===== src/hw/rtl/obhl_pkg.sv =====
`default_nettype none

package obhl_pkg;

  // Table geometry.
  localparam int MAX_ENTRIES = 16;
  localparam int IDX_W = (MAX_ENTRIES > 1) ? $clog2(MAX_ENTRIES) : 1;
  localparam int CNT_W = $clog2(MAX_ENTRIES + 1);

  // Rotation unit sizing.
  localparam int TRIG_ITERATIONS = 16;
  localparam int ATAN_STEPS = 24;
  localparam int ITERS = (TRIG_ITERATIONS < ATAN_STEPS) ? TRIG_ITERATIONS : ATAN_STEPS;
  localparam int ITER_W = $clog2(ITERS);
  localparam int ATAN_IW = 5;

  localparam int CW = 24;             // coordinate width, Q15.8
  localparam int HW = 23;             // half extent width
  localparam int AW = 16;             // angle width
  localparam int DW = CW + 1;         // offset width
  localparam int XW = 36;             // rotated vector width
  localparam int ZW = 26;             // residual angle width, 2^-24 turn
  localparam int GW = 20;             // inverse gain width
  localparam int PW = XW + GW;        // product width

  localparam logic [GW-1:0] GAIN_INV = 20'd636751;
  localparam logic signed [AW-1:0] QUARTER_POS = 16'sd16384;
  localparam logic signed [AW-1:0] QUARTER_NEG = -16'sd16384;
  localparam logic signed [CW-1:0] MISS_HEIGHT = -24'sd256;

  typedef enum logic [1:0] {
    KIND_LOAD  = 2'd0,
    KIND_QUERY = 2'd1,
    KIND_CLEAR = 2'd2
  } kind_t;

  typedef enum logic [2:0] {
    S_IDLE,
    S_FETCH,
    S_CHECK,
    S_ROT,
    S_DONE
  } top_state_t;

  typedef enum logic [2:0] {
    R_IDLE,
    R_ROT,
    R_MULX,
    R_MULY,
    R_CMP
  } rot_state_t;

  typedef struct packed {
    logic signed [CW-1:0] x;
    logic signed [CW-1:0] y;
    logic signed [CW-1:0] z;
    logic [HW-1:0]        hx;
    logic [HW-1:0]        hy;
    logic [AW-1:0]        angle;
  } entry_t;

  typedef struct packed {
    logic                 start;
    logic signed [DW-1:0] dx;
    logic signed [DW-1:0] dy;
    logic [AW-1:0]        angle;
    logic [HW-1:0]        hx;
    logic [HW-1:0]        hy;
  } rot_req_t;

  typedef struct packed {
    logic done;
    logic in_box;
  } rot_rsp_t;

  // Arctangent of 2^-i in units of 2^-24 turn.
  function automatic logic [ZW-1:0] atan_lut(input logic [ATAN_IW-1:0] i);
    logic [ZW-1:0] v;
    unique case (i)
      5'd0:  v = 26'd2097152;
      5'd1:  v = 26'd1238021;
      5'd2:  v = 26'd654136;
      5'd3:  v = 26'd332050;
      5'd4:  v = 26'd166669;
      5'd5:  v = 26'd83416;
      5'd6:  v = 26'd41718;
      5'd7:  v = 26'd20860;
      5'd8:  v = 26'd10430;
      5'd9:  v = 26'd5215;
      5'd10: v = 26'd2608;
      5'd11: v = 26'd1304;
      5'd12: v = 26'd652;
      5'd13: v = 26'd326;
      5'd14: v = 26'd163;
      5'd15: v = 26'd81;
      5'd16: v = 26'd41;
      5'd17: v = 26'd20;
      5'd18: v = 26'd10;
      5'd19: v = 26'd5;
      5'd20: v = 26'd3;
      5'd21: v = 26'd1;
      5'd22: v = 26'd1;
      default: v = 26'd0;
    endcase
    return v;
  endfunction

endpackage

`default_nettype wire


===== src/hw/rtl/obhl_cordic.sv =====
`default_nettype none

module obhl_cordic
  import obhl_pkg::*;
(
  input  wire logic     clk,
  input  wire logic     rst_n,
  input  wire rot_req_t req,
  output rot_rsp_t      rsp
);

  rot_state_t state_r, state_nxt;

  logic signed [XW-1:0] x_r, y_r;
  logic signed [ZW-1:0] z_r;
  logic [ITER_W-1:0]    i_r;
  logic [HW-1:0]        hx_r, hy_r;
  logic [PW-1:0]        prod_r;
  logic                 inx_r;

  logic [AW-1:0]        t_raw, t_fix;
  logic                 flip;
  logic signed [XW-1:0] x0, y0, xs, ys;
  logic [XW-1:0]        ax, ay, mul_a;
  logic [PW-1:0]        hx_lim, hy_lim;
  logic [ZW-1:0]        atan_v;

  // The target angle is minus the stored angle. Beyond a quarter turn the
  // vector is flipped and the angle moves by half a turn.
  assign t_raw = AW'(~req.angle + 1'b1);
  assign flip  = ($signed(t_raw) > QUARTER_POS) || ($signed(t_raw) < QUARTER_NEG);
  assign t_fix = flip ? {~t_raw[AW-1], t_raw[AW-2:0]} : t_raw;
  assign x0    = {{(XW-DW-8){req.dx[DW-1]}}, req.dx, 8'b0};
  assign y0    = {{(XW-DW-8){req.dy[DW-1]}}, req.dy, 8'b0};

  assign xs     = x_r >>> i_r;
  assign ys     = y_r >>> i_r;
  assign atan_v = atan_lut(ATAN_IW'(i_r));

  assign ax     = x_r[XW-1] ? XW'(-x_r) : XW'(x_r);
  assign ay     = y_r[XW-1] ? XW'(-y_r) : XW'(y_r);
  assign mul_a  = (state_r == R_MULX) ? ax : ay;
  assign hx_lim = PW'({hx_r, 28'b0});
  assign hy_lim = PW'({hy_r, 28'b0});

  always_ff @(posedge clk) begin
    if (!rst_n) begin
      state_r <= R_IDLE;
    end else begin
      state_r <= state_nxt;
    end
  end

  always_comb begin
    state_nxt  = state_r;
    rsp.done   = 1'b0;
    rsp.in_box = 1'b0;
    unique case (state_r)
      R_IDLE: begin
        if (req.start) begin
          state_nxt = R_ROT;
        end
      end
      R_ROT: begin
        if (i_r == ITER_W'(ITERS - 1)) begin
          state_nxt = R_MULX;
        end
      end
      R_MULX: state_nxt = R_MULY;
      R_MULY: state_nxt = R_CMP;
      R_CMP: begin
        rsp.done   = 1'b1;
        rsp.in_box = inx_r && (prod_r < hy_lim);
        state_nxt  = R_IDLE;
      end
      default: state_nxt = R_IDLE;
    endcase
  end

  always_ff @(posedge clk) begin
    if (state_r == R_IDLE && req.start) begin
      x_r  <= flip ? -x0 : x0;
      y_r  <= flip ? -y0 : y0;
      z_r  <= {{(ZW-AW-8){t_fix[AW-1]}}, t_fix, 8'b0};
      i_r  <= '0;
      hx_r <= req.hx;
      hy_r <= req.hy;
    end else if (state_r == R_ROT) begin
      if (!z_r[ZW-1]) begin
        x_r <= x_r - ys;
        y_r <= y_r + xs;
        z_r <= z_r - $signed(atan_v);
      end else begin
        x_r <= x_r + ys;
        y_r <= y_r - xs;
        z_r <= z_r + $signed(atan_v);
      end
      i_r <= i_r + 1'b1;
    end
    // One multiplier serves both axes, x first and then y.
    if (state_r == R_MULX || state_r == R_MULY) begin
      prod_r <= PW'(mul_a) * PW'(GAIN_INV);
    end
    if (state_r == R_MULY) begin
      inx_r <= prod_r < hx_lim;
    end
  end

`ifndef SYNTHESIS
  a_start_idle: assert property (@(posedge clk) disable iff (!rst_n)
    req.start |-> state_r == R_IDLE)
    else $error("rotation started while the unit is busy");
  a_done_after_mul: assert property (@(posedge clk) disable iff (!rst_n)
    rsp.done |-> $past(state_r) == R_MULY)
    else $error("rotation finished without the y product");
`endif

endmodule

`default_nettype wire


===== src/hw/rtl/oriented_box_height_lookup.sv =====
`default_nettype none

// Oriented box height lookup. The block holds up to sixteen rotated
// rectangles in insertion order. A load word appends one rectangle, or
// answers with status 1 when the table is full; a clear word empties it;
// a query word walks the table and returns the z of the first rectangle at
// or below the query height that contains the point, or found 0 with
// height -1.0. A query fetches the entries in order, skips each entry that
// lies above the point and tests each other entry with the sixteen CORDIC
// steps and two products of the single shared rotation unit. The block
// takes the next word while a finished result still waits on the output.
module oriented_box_height_lookup
  import obhl_pkg::*;
(
  input  wire logic                 clk,
  input  wire logic                 rst_n,
  input  wire logic                 in_valid,
  output logic                      in_ready,
  input  wire logic [1:0]           in_kind,
  input  wire logic signed [CW-1:0] in_coord_x,
  input  wire logic signed [CW-1:0] in_coord_y,
  input  wire logic signed [CW-1:0] in_coord_z,
  input  wire logic [HW-1:0]        in_half_x,
  input  wire logic [HW-1:0]        in_half_y,
  input  wire logic [AW-1:0]        in_angle,
  output logic                      out_valid,
  input  wire logic                 out_ready,
  output logic                      out_found,
  output logic signed [CW-1:0]      out_height,
  output logic                      out_status
);

  top_state_t state_r, state_nxt;

  entry_t mem [MAX_ENTRIES];
  entry_t rd_r;
  entry_t wr_entry;

  logic [CNT_W-1:0]     count_r;
  logic [IDX_W-1:0]     idx_r;
  logic signed [CW-1:0] px_r, py_r, pz_r;
  logic                 res_found_r, res_status_r;
  logic signed [CW-1:0] res_height_r;
  logic                 out_valid_r, out_found_r, out_status_r;
  logic signed [CW-1:0] out_height_r;

  logic     accept, table_full, last_entry, skip, hit, advance, emit;
  logic     do_load, do_query, do_clear;
  rot_req_t rot_req;
  rot_rsp_t rot_rsp;

  assign accept     = in_valid && in_ready;
  assign table_full = (count_r >= CNT_W'(MAX_ENTRIES));
  assign last_entry = ((CNT_W'(idx_r) + 1'b1) == count_r);
  assign skip       = rd_r.z > pz_r;
  assign hit        = (state_r == S_ROT) && rot_rsp.done && rot_rsp.in_box;
  assign advance    = ((state_r == S_CHECK) && skip)
                   || ((state_r == S_ROT) && rot_rsp.done && !rot_rsp.in_box);
  assign emit       = (state_r == S_DONE) && (!out_valid_r || out_ready);

  assign wr_entry.x     = in_coord_x;
  assign wr_entry.y     = in_coord_y;
  assign wr_entry.z     = in_coord_z;
  assign wr_entry.hx    = in_half_x;
  assign wr_entry.hy    = in_half_y;
  assign wr_entry.angle = in_angle;

  assign rot_req.start = (state_r == S_CHECK) && !skip;
  assign rot_req.dx    = {px_r[CW-1], px_r} - {rd_r.x[CW-1], rd_r.x};
  assign rot_req.dy    = {py_r[CW-1], py_r} - {rd_r.y[CW-1], rd_r.y};
  assign rot_req.angle = rd_r.angle;
  assign rot_req.hx    = rd_r.hx;
  assign rot_req.hy    = rd_r.hy;

  obhl_cordic u_cordic (
    .clk   (clk),
    .rst_n (rst_n),
    .req   (rot_req),
    .rsp   (rot_rsp)
  );

  always_ff @(posedge clk) begin
    if (!rst_n) begin
      state_r <= S_IDLE;
    end else begin
      state_r <= state_nxt;
    end
  end

  always_comb begin
    state_nxt = state_r;
    in_ready  = 1'b0;
    do_load   = 1'b0;
    do_query  = 1'b0;
    do_clear  = 1'b0;
    unique case (state_r)
      S_IDLE: begin
        in_ready = 1'b1;
        if (in_valid) begin
          unique case (in_kind)
            KIND_LOAD:  do_load  = 1'b1;
            KIND_QUERY: do_query = 1'b1;
            KIND_CLEAR: do_clear = 1'b1;
            default: ;
          endcase
          state_nxt = (do_query && count_r != '0) ? S_FETCH : S_DONE;
        end
      end
      S_FETCH: state_nxt = S_CHECK;
      S_CHECK: begin
        if (!skip) begin
          state_nxt = S_ROT;
        end else begin
          state_nxt = last_entry ? S_DONE : S_FETCH;
        end
      end
      S_ROT: begin
        if (hit) begin
          state_nxt = S_DONE;
        end else if (advance) begin
          state_nxt = last_entry ? S_DONE : S_FETCH;
        end
      end
      S_DONE: begin
        if (emit) begin
          state_nxt = S_IDLE;
        end
      end
      default: state_nxt = S_IDLE;
    endcase
  end

  // Entry table with a registered read port.
  always_ff @(posedge clk) begin
    if (do_load && !table_full) begin
      mem[count_r[IDX_W-1:0]] <= wr_entry;
    end
    rd_r <= mem[idx_r];
  end

  always_ff @(posedge clk) begin
    if (!rst_n) begin
      count_r <= '0;
    end else if (do_clear) begin
      count_r <= '0;
    end else if (do_load && !table_full) begin
      count_r <= count_r + 1'b1;
    end
  end

  always_ff @(posedge clk) begin
    if (accept) begin
      px_r         <= in_coord_x;
      py_r         <= in_coord_y;
      pz_r         <= in_coord_z;
      idx_r        <= '0;
      res_found_r  <= 1'b0;
      res_height_r <= do_query ? MISS_HEIGHT : '0;
      res_status_r <= do_load && table_full;
    end else if (hit) begin
      res_found_r  <= 1'b1;
      res_height_r <= rd_r.z;
    end else if (advance) begin
      idx_r <= idx_r + 1'b1;
    end
  end

  always_ff @(posedge clk) begin
    if (!rst_n) begin
      out_valid_r <= 1'b0;
    end else if (emit) begin
      out_valid_r <= 1'b1;
    end else if (out_ready) begin
      out_valid_r <= 1'b0;
    end
  end

  always_ff @(posedge clk) begin
    if (emit) begin
      out_found_r  <= res_found_r;
      out_height_r <= res_height_r;
      out_status_r <= res_status_r;
    end
  end

  assign out_valid  = out_valid_r;
  assign out_found  = out_found_r;
  assign out_height = out_height_r;
  assign out_status = out_status_r;

`ifndef SYNTHESIS
  a_count_bound: assert property (@(posedge clk) disable iff (!rst_n)
    count_r <= CNT_W'(MAX_ENTRIES))
    else $error("entry count beyond table size");
  a_walk_in_table: assert property (@(posedge clk) disable iff (!rst_n)
    (state_r == S_FETCH || state_r == S_CHECK || state_r == S_ROT)
      |-> CNT_W'(idx_r) < count_r)
    else $error("table walk past the last valid entry");
  a_done_in_rot: assert property (@(posedge clk) disable iff (!rst_n)
    rot_rsp.done |-> state_r == S_ROT)
    else $error("rotation result arrived outside a table walk");
  a_found_status: assert property (@(posedge clk) disable iff (!rst_n)
    out_valid_r && out_found_r |-> !out_status_r)
    else $error("query hit reported together with a full table");
`endif

endmodule

`default_nettype wire

===== config.mk =====
export PLATFORM = sky130hd
export DESIGN_NAME = oriented_box_height_lookup
export DESIGN_NICKNAME = d
export VERILOG_FILES = /design/src/hw/rtl/obhl_pkg.sv /design/src/hw/rtl/obhl_cordic.sv /design/src/hw/rtl/oriented_box_height_lookup.sv
export SDC_FILE = /design/constraint.sdc
export NUM_CORES = 2
export LEC_CHECK = 0
export ABC_CLOCK_PERIOD_IN_PS = 18100
export BUFFER_PORTS_ARGS = -buffer_cell sky130_fd_sc_hd__buf_2
export CORE_MARGIN = 3
export CORE_UTILIZATION = 57
export CTS_CLUSTER_DIAMETER = 100
export DETAILED_ROUTE_END_ITERATION = 10
export PLACE_DENSITY = 0.76
export RECOVER_POWER = 25
export SLEW_MARGIN = 20
export SYNTH_ARGS = -nofsm -noshare
export SYNTH_HDL_FRONTEND = slang
export SYNTH_SLANG_ARGS = --single-unit
export TNS_END_PERCENT = 30

===== constraint.sdc =====
create_clock -name clk -period 18.1 [get_ports clk]
set_input_delay 3.62 -clock clk [delete_from_list [all_inputs] [get_ports clk]]
set_output_delay 3.62 -clock clk [all_outputs]
set_load 0.02 [all_outputs]

==> results.toml <==
[run_status]
status = "complete, but fails checks"
failed_checks = "capacitance limit, slew limit"

[global_routing]
grt_overflow_total = 0
grt_util_met3 = 0.0509
grtUsageMet2 = 0.456
top_usage_layer = "met2"
grtUsageTotal = 0.278
grt_pass1_vias = 72500
grt_max_degree = 148
grt_pass1_wl_um = 466000
antenna_found_initial = 50
grt.met1_usage = 0.377

[drt]
num_vias = 70600
ant_nets = 0
wire_per_inst_um = 28.2
routed_wirelength_um = 311000
drc = 0
avgViaCountPerCell = 6.41
drtIter0Drc = 8425
first_pass_iters = 8

[pwr]
finalPower_mw = 13.5
ir_worst_vdd_mv = 0.156
p_leak_nw = 48.3
powerDensity_mw_per_mm2 = 97.1

[floorplanning]
fp.dieW_um = 476
fp.dieH_um = 476
coreArea_mm2 = 0.218
io_pins = 168
initial_utilization = 0.576
rows = 171
dieArea_mm2 = 0.226

[yosys]
yosysWarnings = 0
synth_edf_count = 2432
ys_ff_latch = 2617
ys_seq_area_frac = 0.610
avgSynthCellArea_um2 = 16.3
netlist_area_mm2 = 0.126
synthArstFlopShare = 0
synth.distinct_cells = 84
syn_inst = 7697
syn_nets = 8662
synthFlopType = "edfxtp_1"

[sta]
rsz0062_at_grt = "no"
clock_skew_ps = 71.0
min_period_ps = 11440
whs_ps = 405
fin_crit_sh = 0.632
max_slew_margin = -1.91
finalSetupTns_ps = 0
tightest_slew_ps = 4360
hold_viol = 0
worst_slack_ps = 6660
fmax_ghz = 0.0874
setup_viol = 0
maxSlewViolCount = 164

[placement]
place.port_buffers = 167
routabilityCongestion = 0.926
dp_hpwl_um = 182000
dp_slack_ps = 7540
place_area_mm2 = 0.130

[critical_path]
r2r_setup_slack_ps = 6660
crit_type = "register to register"
endpoint = "u_cordic.prod_r[46]"
worst_setup_path_end_kind = "register"
arrival_ps = 12070
cp_max_fo = 68
reg2reg_from = "u_cordic.state_r[1]"
critPathMaxStageDelay_ps = 1620
critPathMostFrequentCell = "fa_1"
crit_slowest_cell = "clkbuf_1"
required_ps = 18720
crit_start = "u_cordic.state_r[1]"
r2r-end = "u_cordic.prod_r[46]"
cp-start-kind = "register"
ff2ff_path_depth = 29

[clocking]
clock_sinks = 2617
cts_root_buffer = "clkbuf_16"
clockBufferDepth = 3
cts_hold_buf = 0
cts_resized = 0
cts_setup_buffers = 0
cts_tree = "yes"
clkTransAtPathRegs_ps = 70
htreeDepth = 4
numCtsBuffers = 241
insertion_delay_ps = 910

[run]
maxCapViolations = 3

[cells_and_area]
final_cell_area_mm2 = 0.139
drive_gt1_frac = 0.173
area_delta_synth_final_pct = 10.3
final_nets = 8880

[min_path]
hold_class = "register to register"
-- through the flow --
stage / utilization / std cells
after CTS: 0.636 / 11000
after global placement: 0.596 / 10500
after floorplan: - / 7697
after detailed placement: 0.596 / 10500
after global routing: 0.635 / 11000
final: 0.635 / 11000
-- synth_stat cells, types with 30 or more instances --
master | n | share of area
nand3_1 | 76 | 0.0030
a31oi_1 | 48 | 0.0024
nand2b_1 | 48 | 0.0024
fa_1 | 353 | 0.056
buf_1 | 80 | 0.0024
edfxtp_1 | 2432 | 0.58
o21a_1 | 40 | 0.0024
ha_1 | 472 | 0.047
mux2i_1 | 54 | 0.0043
mux4_2 | 742 | 0.13
and3_1 | 33 | 0.0016
o31ai_1 | 33 | 0.0020
o21ai_0 | 193 | 0.0077
a21o_1 | 126 | 0.0075
inv_1 | 611 | 0.018
and2_1 | 41 | 0.0020
a211oi_1 | 41 | 0.0024
nor2_1 | 321 | 0.0096
nor2b_1 | 50 | 0.0025
or3_1 | 30 | 0.0015
nand2_1 | 334 | 0.010
xor2_1 | 178 | 0.012
a21oi_1 | 318 | 0.013
dfxtp_1 | 185 | 0.029
nor3_1 | 88 | 0.0035
clkbuf_1 | 206 | 0.0062
xnor2_1 | 200 | 0.014
-- area by class of cell --
type,instances,area [um^2]
antenna,36,90.1
clock buffer,303,6400
clock inverter,156,2210
fill,14700,79600
inverter,614,2310
multi-input combinational,4149,45600
sequential,2617,76800
tap,2854,3570
timing repair buffer,292,1750
-- logic make-up (layout without fill, tap and decap cells) --
| group | Yosys count | count (layout) | synth area share |
|---|---|---|---|
| AO/OA/AOI/OAI | 979 | 979 | 0.0489 |
| flip-flops | 2617 | 2617 | 0.610 |
| AND/OR/NAND/NOR | 1150 | 1150 | 0.0440 |
| multiplexers | 817 | 817 | 0.139 |
| other | 0 | 36 | 0 |
| XOR/XNOR | 378 | 378 | 0.0263 |
| buffers and inverters | 931 | 1365 | 0.0282 |
| adder cells (fa/ha/maj) | 825 | 825 | 0.103 |
-- cells in the final DEF, fill, tap and decap left out, types with 193 or more instances in the layout --
cell type / instances
edfxtp_1: 2432
nor2_1: 308
ha_1: 472
inv_1: 610
o21ai_0: 193
clkbuf_16: 243
nand2_1: 333
fa_1: 353
mux4_2: 742
a21oi_1: 318
xnor2_1: 200
-- sequential cells by signal (all words and copies together) (netlist names), 22 cells and up --
register	flops
u_cordic.prod_r	28
py_r	24
rd_r	134
u_cordic.z_r	26
u_cordic.atan_v	22
mem	2144
res_height_r	24
u_cordic.hy_r	23
pz_r	24
px_r	24
u_cordic.y_r	36
u_cordic.hx_r	23
out_height	24
u_cordic.x_r	36
-- worst max-delay path: cells and delay by family (launching register included) --
| kind | cells | cell delay [ps] |
|---|---|---|
| xor gates and xnor gates | 3 | 730 |
| DFF | 1 | 440 |
| and+or+nand+nor | 6 | 1300 |
| buffers and inverters | 5 | 2540 |
| AOI/OAI and AO/OA | 7 | 2550 |
| adders and majority gates | 8 | 3480 |
-- per-layer routing --
metal | vias to the layer above | wire length [um]
met5 | - | 120
met4 | 18 | 11000
met3 | 679 | 27500
met2 | 3654 | 155000
met1 | 36200 | 117000
li1 | 30000 | -
-- power breakdown --
group          internal (mW)  leakage, nW  switching, mW
Combinational          0.508         20.6          0.749
Sequential              6.69         23.5         0.0553
Clock                   3.19         4.15           2.28
Total                   10.4         48.3           3.08
-- worst min path at each step --
stage                   endpoint  cells after the start  startpoint
3_5_place_dp    u_cordic.hx_r[0]                      0    rd_r[39]
3_3_place_gp    u_cordic.hx_r[0]                      0    rd_r[39]
5_1_grt        u_cordic.hy_r[16]                      0    rd_r[32]
2_1_floorplan   u_cordic.hx_r[0]                      0    rd_r[39]
6_report        u_cordic.hy_r[5]                      0    rd_r[21]
4_1_cts         u_cordic.hy_r[5]                      0    rd_r[21]
Power figures use the tool's default switching activity.
